File: src/hdl/crc32cm_pkg.sv
`timescale 1ns / 1ps
`default_nettype none

package crc32cm_pkg;

  localparam int unsigned CFG_IDX_W  = 1;
  localparam int unsigned CFG_DATA_W = 32;

  localparam logic [CFG_IDX_W-1:0] REG_MIX_MODE = 1'b0;
  localparam logic [CFG_IDX_W-1:0] REG_SEED     = 1'b1;

  localparam logic [31:0] CRC_POLY = 32'h04C1_1DB7;

  // configuration and message state seen by the update logic
  typedef struct packed {
    logic        mix_mode;
    logic        in_message;
    logic [31:0] seed;
    logic [31:0] running_value;
  } upd_ctrl_t;

  // non-reflected CRC-32, one byte MSB first, no final XOR
  function automatic logic [31:0] crc_byte(input logic [31:0] c, input logic [7:0] b);
    logic [31:0] r;
    r = c ^ {b, 24'h0};
    for (int k = 0; k < 8; k++) begin
      if (r[31]) begin
        r = {r[30:0], 1'b0} ^ CRC_POLY;
      end else begin
        r = {r[30:0], 1'b0};
      end
    end
    return r;
  endfunction

endpackage

`default_nettype wire

File: src/hdl/crc32cm_in_if.sv
`timescale 1ns / 1ps
`default_nettype none

interface crc32cm_in_if;
  logic       valid;
  logic       ready;
  logic [7:0] data_byte;
  logic       last_byte;

  modport source(output valid, output data_byte, output last_byte, input ready);
  modport sink(input valid, input data_byte, input last_byte, output ready);
endinterface

`default_nettype wire

File: src/hdl/crc32cm_out_if.sv
`timescale 1ns / 1ps
`default_nettype none

interface crc32cm_out_if;
  logic        valid;
  logic        ready;
  logic [31:0] checksum;

  modport source(output valid, output checksum, input ready);
  modport sink(input valid, input checksum, output ready);
endinterface

`default_nettype wire

File: src/hdl/crc32cm_update.sv
`timescale 1ns / 1ps
`default_nettype none

module crc32cm_update
  import crc32cm_pkg::*;
(
  input  wire upd_ctrl_t   ctrl,
  input  wire logic [7:0]  data_byte,
  output logic      [31:0] next_value
);

  logic [31:0] cur;
  logic [31:0] ncrc;
  logic [31:0] prod;

  // first byte of a message starts from the seed
  assign cur  = ctrl.in_message ? ctrl.running_value : ctrl.seed;
  assign ncrc = crc_byte(cur, data_byte);
  // low 32 bits of the product only
  assign prod = cur * ctrl.seed;

  always_comb begin
    if (ctrl.mix_mode) begin
      next_value = cur + prod + ncrc;
    end else begin
      next_value = ncrc;
    end
  end

endmodule

`default_nettype wire

File: src/hdl/crc32_checksum_with_mixing_mode.sv
`timescale 1ns / 1ps
`default_nettype none
// Byte-wide CRC-32 (0x04C11DB7) with optional multiply-accumulate mixing.
// A last byte is registered in the input stage, then its checksum in the output
// register. Throughput: 1 byte per cycle, except while a last byte waits in the
// input stage on a full output slot; set by the running-value loop through the
// CRC XOR network and the 32x32 low-half multiply-add in crc32cm_update.
// Reset (rst, synchronous) clears the config registers, message state and all valids.

module crc32_checksum_with_mixing_mode
  import crc32cm_pkg::*;
(
  input  wire logic                  clk,
  input  wire logic                  rst,
  input  wire logic                  cfg_we,
  input  wire logic [CFG_IDX_W-1:0]  cfg_index,
  input  wire logic [CFG_DATA_W-1:0] cfg_data,
  crc32cm_in_if.sink                 data_in,
  crc32cm_out_if.source              result
);

  logic        mix_mode;
  logic [31:0] seed;

  logic        st_valid;
  logic [7:0]  st_byte;
  logic        st_last;

  logic [31:0] running_value;
  logic        in_message;

  logic        out_valid;
  logic [31:0] out_checksum;

  logic        st_adv;
  logic        st_fire;
  logic [31:0] next_value;
  upd_ctrl_t   ctrl;

  always_ff @(posedge clk) begin
    if (rst) begin
      mix_mode <= 1'b0;
      seed     <= '0;
    end else if (cfg_we) begin
      unique case (cfg_index)
        REG_MIX_MODE: mix_mode <= cfg_data[0];
        REG_SEED:     seed     <= cfg_data[31:0];
        default:      ;
      endcase
    end
  end

  // a last item may leave the stage only when the output slot frees up
  assign st_adv        = !st_last || !out_valid || result.ready;
  assign st_fire       = st_valid && st_adv;
  assign data_in.ready = !st_valid || st_adv;

  always_ff @(posedge clk) begin
    if (rst) begin
      st_valid <= 1'b0;
    end else if (data_in.ready) begin
      st_valid <= data_in.valid;
    end
  end

  always_ff @(posedge clk) begin
    if (data_in.valid && data_in.ready) begin
      st_byte <= data_in.data_byte;
      st_last <= data_in.last_byte;
    end
  end

  assign ctrl.mix_mode      = mix_mode;
  assign ctrl.in_message    = in_message;
  assign ctrl.seed          = seed;
  assign ctrl.running_value = running_value;

  crc32cm_update u_update (
    .ctrl       (ctrl),
    .data_byte  (st_byte),
    .next_value (next_value)
  );

  always_ff @(posedge clk) begin
    if (rst) begin
      running_value <= '0;
      in_message    <= 1'b0;
    end else if (st_fire) begin
      running_value <= next_value;
      in_message    <= !st_last;
    end
  end

  always_ff @(posedge clk) begin
    if (rst) begin
      out_valid <= 1'b0;
    end else if (st_fire && st_last) begin
      out_valid <= 1'b1;
    end else if (result.ready) begin
      out_valid <= 1'b0;
    end
  end

  always_ff @(posedge clk) begin
    if (st_fire && st_last) begin
      out_checksum <= next_value;
    end
  end

  assign result.valid    = out_valid;
  assign result.checksum = out_checksum;

endmodule

`default_nettype wire

File: src/flat_wrapper.sv
// flat-port wrapper written by rule: the top's interface ports become plain ports
module crc32_checksum_with_mixing_mode_flat import crc32cm_pkg::*;
  (clk, rst, cfg_we, cfg_index, cfg_data, data_in_valid, data_in_data_byte, data_in_last_byte, data_in_ready, result_valid, result_checksum, result_ready);
  crc32cm_in_if data_in_i ();
  crc32cm_out_if result_i ();
  input  wire logic clk;
  input  wire logic rst;
  input  wire logic cfg_we;
  input  wire logic [CFG_IDX_W-1:0] cfg_index;
  input  wire logic [CFG_DATA_W-1:0] cfg_data;
  input wire logic [$bits(data_in_i.valid)-1:0] data_in_valid;
  input wire logic [$bits(data_in_i.data_byte)-1:0] data_in_data_byte;
  input wire logic [$bits(data_in_i.last_byte)-1:0] data_in_last_byte;
  output wire logic [$bits(data_in_i.ready)-1:0] data_in_ready;
  output wire logic [$bits(result_i.valid)-1:0] result_valid;
  output wire logic [$bits(result_i.checksum)-1:0] result_checksum;
  input wire logic [$bits(result_i.ready)-1:0] result_ready;
  assign data_in_i.valid = data_in_valid;
  assign data_in_i.data_byte = data_in_data_byte;
  assign data_in_i.last_byte = data_in_last_byte;
  assign data_in_ready = data_in_i.ready;
  assign result_valid = result_i.valid;
  assign result_checksum = result_i.checksum;
  assign result_i.ready = result_ready;
  crc32_checksum_with_mixing_mode u_core (.clk(clk), .rst(rst), .cfg_we(cfg_we), .cfg_index(cfg_index), .cfg_data(cfg_data), .data_in(data_in_i), .result(result_i));
endmodule
File: config.mk
export PLATFORM = sky130hd
export DESIGN_NAME = crc32_checksum_with_mixing_mode_flat
export DESIGN_NICKNAME = d
export VERILOG_FILES = /design/src/hdl/crc32cm_pkg.sv /design/src/hdl/crc32cm_in_if.sv /design/src/hdl/crc32cm_out_if.sv /design/src/hdl/crc32cm_update.sv /design/src/hdl/crc32_checksum_with_mixing_mode.sv /design/src/flat_wrapper.sv
export SDC_FILE = /design/constraint.sdc
export NUM_CORES = 2
export LEC_CHECK = 0
export BUFFER_PORTS_ARGS = -buffer_cell sky130_fd_sc_hd__buf_2
export CAP_MARGIN = 15
export CORE_ASPECT_RATIO = 1.75
export CORE_MARGIN = 3
export CORE_UTILIZATION = 30
export CTS_CLUSTER_DIAMETER = 150
export DETAILED_ROUTE_END_ITERATION = 10
export GPL_ROUTABILITY_DRIVEN = 1
export GPL_TIMING_DRIVEN = 0
export PLACE_DENSITY = 0.46
export SYNTH_ARGS = -nofsm -noshare
export SYNTH_HDL_FRONTEND = slang
export SYNTH_SLANG_ARGS = --single-unit
File: constraint.sdc
create_clock -name clk -period 9.2 [get_ports clk]
set_input_delay 0.46 -clock clk [delete_from_list [all_inputs] [get_ports clk]]
set_output_delay 0.46 -clock clk [all_outputs]
set_load 0.01 [all_outputs]
Word level (Yosys, flattened, before mapping)
Cells that the tools add are included.

Add/sub/neg operators: 2. $mul: 1. Multiplexer cells: 12. Bitwise operators: 10. Reductions and logical operators: 12.

Operator list (number): $mux 27 (8); $not 14->14 (8); $add 32x32->32 (2); $mux 32 (2); $mul 32x32->32 (1); $xor 32x32->32 (1); $reduce_and 2->1 (2); $logic_and 1x1->1 (3); $logic_not 1->1 (3); $logic_or 1x1->1 (3); $mux 1 (2); $reduce_bool 2->1 (1); $not 1->1 (1).

Flip-flop bits (word level): 109. Input bits: 47. Output and inout port bits: 34. Logic and storage cells: 46.

Longest topological paths before layout
Word-level depth: 20. Depth in mapped cells: 33.

Modules after synthesis
Synthesis repeated with hierarchy kept, for this count alone.

Cells, all modules: 2525. Area total of the unflattened synthesis: 23426.2 µm².

Modules (own cells, without submodules): crc32cm_update (instances 1, cells an instance 2185, area an instance 19472.4 µm², sequential area each 0.0 µm²); crc32_checksum_with_mixing_mode (instances 1, cells an instance 340, area an instance 3953.8 µm², sequential area each 2592.5 µm²).

Worst setup path before layout
Ideal clock, no wire load.

Path type: register -> register. Start point: register u_core.in_message. End point: register u_core.out_checksum[25], in the netlist u_core.result.checksum[25], data pin. Data arrival time: 7377 ps. Data required time: 8931 ps. Slack: 1554 ps. Cell stages (with the launch flop): 28. Path buffers: 4. Clock period less this slack: 7646 ps. Cell sequence: dfxtp_1 buf_6 buf_6 mux2_2 clkbuf_1 clkbuf_1 and2_1 fa_1 fa_1 fa_1 inv_1 fa_1 fa_1 fa_1 inv_1 fa_1 inv_1 fa_1 inv_1 ha_1 and2_1 nand3_1 a2111oi_0 nor2_1 o21bai_1 a21oi_1 o311ai_0 nor2_1.

Word-level cells in the longest chain between the ends: 18. Elaborated cells on any way between the ends: 22. Those cells by class: add/sub: 2; mul: 1; mux: 10; bitwise: 9.

Ends and longest elaborated chain: start: declaration (line crc32_checksum_with_mixing_mode.sv:30) `logic in_message;`; start signal: assignment (line crc32_checksum_with_mixing_mode.sv:90) `in_message <= !st_last;`; $mux 32 * (line crc32cm_update.sv:17) `assign cur = ctrl.in_message ? ctrl.running_value : ctrl.seed;`; branches (longest 16 deep; another with $mul 32x32->32); $mux 32 * (line crc32cm_update.sv:23) `if (ctrl.mix_mode) begin`; net u_core.next_value[25] (line crc32_checksum_with_mixing_mode.sv:37) `logic [31:0] next_value;`; end signal: assignment (line crc32_checksum_with_mixing_mode.sv:106) `out_checksum <= next_value;`; end: declaration (line crc32_checksum_with_mixing_mode.sv:33) `logic [31:0] out_checksum;`.

Mark *: on every way through the listed nets, which the timed path passes. A chain may end at the register's enable or synchronous reset.

Final worst setup path
Start point: register u_core.seed[10]. End point: register u_core.out_checksum[31], in the netlist u_core.result.checksum[31], data pin.

Word-level cells in the longest chain between the ends: 15. Elaborated cells on any way between the ends: 17. Those cells by class: add/sub: 2; mul: 1; mux: 10; bitwise: 4.

Ends and longest elaborated chain: start: declaration (line crc32_checksum_with_mixing_mode.sv:23) `logic [31:0] seed;`; start signal: assignment (line crc32_checksum_with_mixing_mode.sv:47) `REG_SEED: seed <= cfg_data[31:0];`; branches (longest 13 deep; another with $mul 32x32->32); $add 32x32->32 * (line crc32cm_update.sv:24) `next_value = cur + prod + ncrc;`; $mux 32 * (line crc32cm_update.sv:23); net u_core.next_value[31] (line crc32_checksum_with_mixing_mode.sv:37).

Marked as above.

==> results.toml <==
[status]
status = "completed"

[clocking]
postCtsSetupRepairBufs = 0
clk_pin_slew_worst_paths_ns = 0.08
clockBufferDepth = 2
cts-buffers-inserted = 9
htree_num_levels = 3
cts-root-buf = "clkbuf_16"
ctsHoldBuffers = 0
cts_sinks = 109
cts_tree = "built"
clk-insertion-delay-late_ns = 0.38

[routing]
drt_first_pass_iters = 5
drc_errors = 0
wire_per_inst_um = 26.11
wl_met3_mm = 3.482
top_layer = "met4"
ant_nets = 0
drt_wl_total_mm = 94.95
m1WireLength_mm = 31.34
vias = 17520
drtIter0Drc = 983
wl_met2_mm = 50.99
viasPerCell = 4.817

[logic_synthesis]
syn_nets = 3167
netlist-cell-type-count = 64
async_flop_share = 0
ys_seq_area_frac = 0.1122
ys_ff_latch = 109
syn_area_mm2 = 0.02310
syn_inst = 2521
synth_area_per_cell_um2 = 9.161
synth_warnings = 0
synth_edf_count = 41
synth_ff_type = "dfxtp_1"

[floorplanning]
chipHeight_um = 373.1
start_util = 0.3028
die_width_um = 215.7
fp.coreArea_mm2 = 0.07629
die_area_mm2 = 0.08048
io_pins = 81
num_rows = 134

[global_route]
antenna_found_initial = 6
grt_pass1_vias = 19648
grt_pass1_wl_mm = 137.4
overflow = 0
grt_max_degree = 35
grt_usage = 0.2389

[power_and_ir_drop]
p_leak_uw = 0.01173
vdd_drop_max_mv = 0.1726
power.total_uw = 3563
power_density_mw_per_mm2 = 141.7

[sta]
min_period_over_period = 0.9768
relSlewSlack = 0.1656
rsz0062_at_grt = "false"
worst_pin_slew_ns = 1.252
fmaxAchievable_ghz = 0.1113
period_minus_slack_ns = 8.987
finalSetupViolations = 0
hold_viol_final = 0
finalMaxSlewViolations = 0
finalClockSkew_ns = 0.005774
finalWorstSetupSlack_ns = 0.2133

[setup_path]
arrival_ns = 9.07
cp-end-kind = "flip-flop"
cp.required_ns = 9.28
r2r_slack_ns = 0.21
critPathMaxFanout = 10
cp_slowest_cell = "dfxtp_1"
path_common_cell = "fa_1"
rr_worst_depth = 25
worstSetupPathType = "reg2reg"
critPathMaxStageDelay_ns = 0.67
start_kind = "flip-flop"

[finish]
area_growth_pct = 8.885
final_common_cell = "inv_1"
final_cell_mix = "inv_1 (577), fa_1 (467), nand2_1 (330)"
drive_above_1_share = 0.06998
nets = 3256
num-fill-cells = 8044

[place]
dp_hpwl_mm = 81.75
port_buffers = 79
dp_slack_ns = -0.7302
gp_congestion = 0.9503

[run]
drv_cap = 0

[min_path]
hold_path_depth = 1
min-delay-path-class = "in2reg"
==> state kept, by name, summed over array words and instances, names as in the netlist <==
name / cells
u_core.in_message: 1
u_core.mix_mode: 1
u_core.result.checksum: 32
u_core.result.valid: 1
u_core.running_value: 32
u_core.seed: 32
u_core.st_byte: 8
u_core.st_last: 1
u_core.st_valid: 1
==> where the power goes <==
| part | leakage [µW] | switching [µW] | internal [µW] |
|---|---|---|---|
| Combinational | 0.0106 | 1670 | 884 |
| Sequential | 0.000941 | 46.3 | 564 |
| Clock | 0.000142 | 193 | 210 |
==> per-layer routing <==
metal / vias to the layer above / global-route usage
li1: 7551 / -
met1: 9111 / 0.2366
met2: 603 / 0.4506
met3: 255 / 0.02305
met4: 0 / 0.1866
met5: - / 0
==> layout make-up <==
type	count	area (µm²)	share of cell area
Buffer	120	506.7	0.02015
Timing Repair Buffer	84	454.2	0.01806
Clock inverter	3	25.02	0.0009951
Inverter	580	2177	0.08657
Multi-Input combinational cell	1706	17840	0.7092
Sequential cell	109	2596	0.1032
Tap cell	1020	1276	0.05075
Clock buffer	13	271.5	0.01080
Antenna cell	2	5.005	0.0001990
==> path summary, 6_finish.rpt <==
kind / startpoint / end
setup reg to reg: u_core.seed[10] / u_core.result.checksum[31]
hold reg to reg: u_core.running_value[26] / u_core.running_value[26]
setup / recovery: u_core.seed[10] / u_core.result.checksum[31]
hold / removal: data_in_data_byte[1] / u_core.st_byte[1]
==> critical path: cells and delay by family, from the launching register on <==
kind            cells  cell delay, ns
fa+ha+maj           9            4.50
buf+inv             7            1.25
compound gates      5            1.16
flops               1            0.67
mux                 1            0.45
simple gates        2            0.40
xor+xnor            1            0.23
==> synth_stat cells (all sizes together) (7+ instances only) <==
cell	instances	area (µm²)
a21oi	82	414.2
clkbuf	119	446.7
xor2	27	300.3
o21ai	30	150.1
and2	318	1989
nor3	7	35.03
mux2	34	412.9
a21o	13	97.59
o21a	20	150.1
inv	579	2173
xnor2	116	1121
dfxtp	68	1361
nand2	332	1256
edfxtp	41	1231
ha	132	1652
nor2	48	180.2
buf	7	60.05
fa	467	9349
==> through the flow <==
| stage | instances | utilization | hold slack, ns | instance area (µm²) | TNS (ns) |
|---|---|---|---|---|---|
| 6_report | 3637 | 0.3297 | 0.2551 | 25150 | 0 |
| 5_1_grt | 3636 | 0.3296 | 0.2476 | 25150 | 0 |
| 4_1_cts | 3638 | 0.3294 | 0.2380 | 25130 | 0 |
| 3_5_place_dp | 3624 | 0.3254 | 0.4578 | 24820 | -7.066 |
| 3_3_place_gp | 3620 | 0.3247 | 0.4475 | 24770 | -40.01 |
| 2_1_floorplan | 2521 | - | 0.4284 | 23100 | 0 |
==> logic make-up after synthesis <==
family,synth area share
buffers and inverters,0.1162
AND/OR/NAND/NOR,0.1569
flip-flops,0.1122
adder cells (fa/ha/maj),0.4763
XOR/XNOR,0.06848
multiplexers,0.01977
AO/OA/AOI/OAI,0.05011
==> repair_timing <==
action / CTS / global route
endpoints found under the hold margin: 0 / 0
gates cloned: 0 / 0
resized for setup: 14 / 22
setup endpoints to repair: 23 / 13
(Power assumes the default switching activity.)
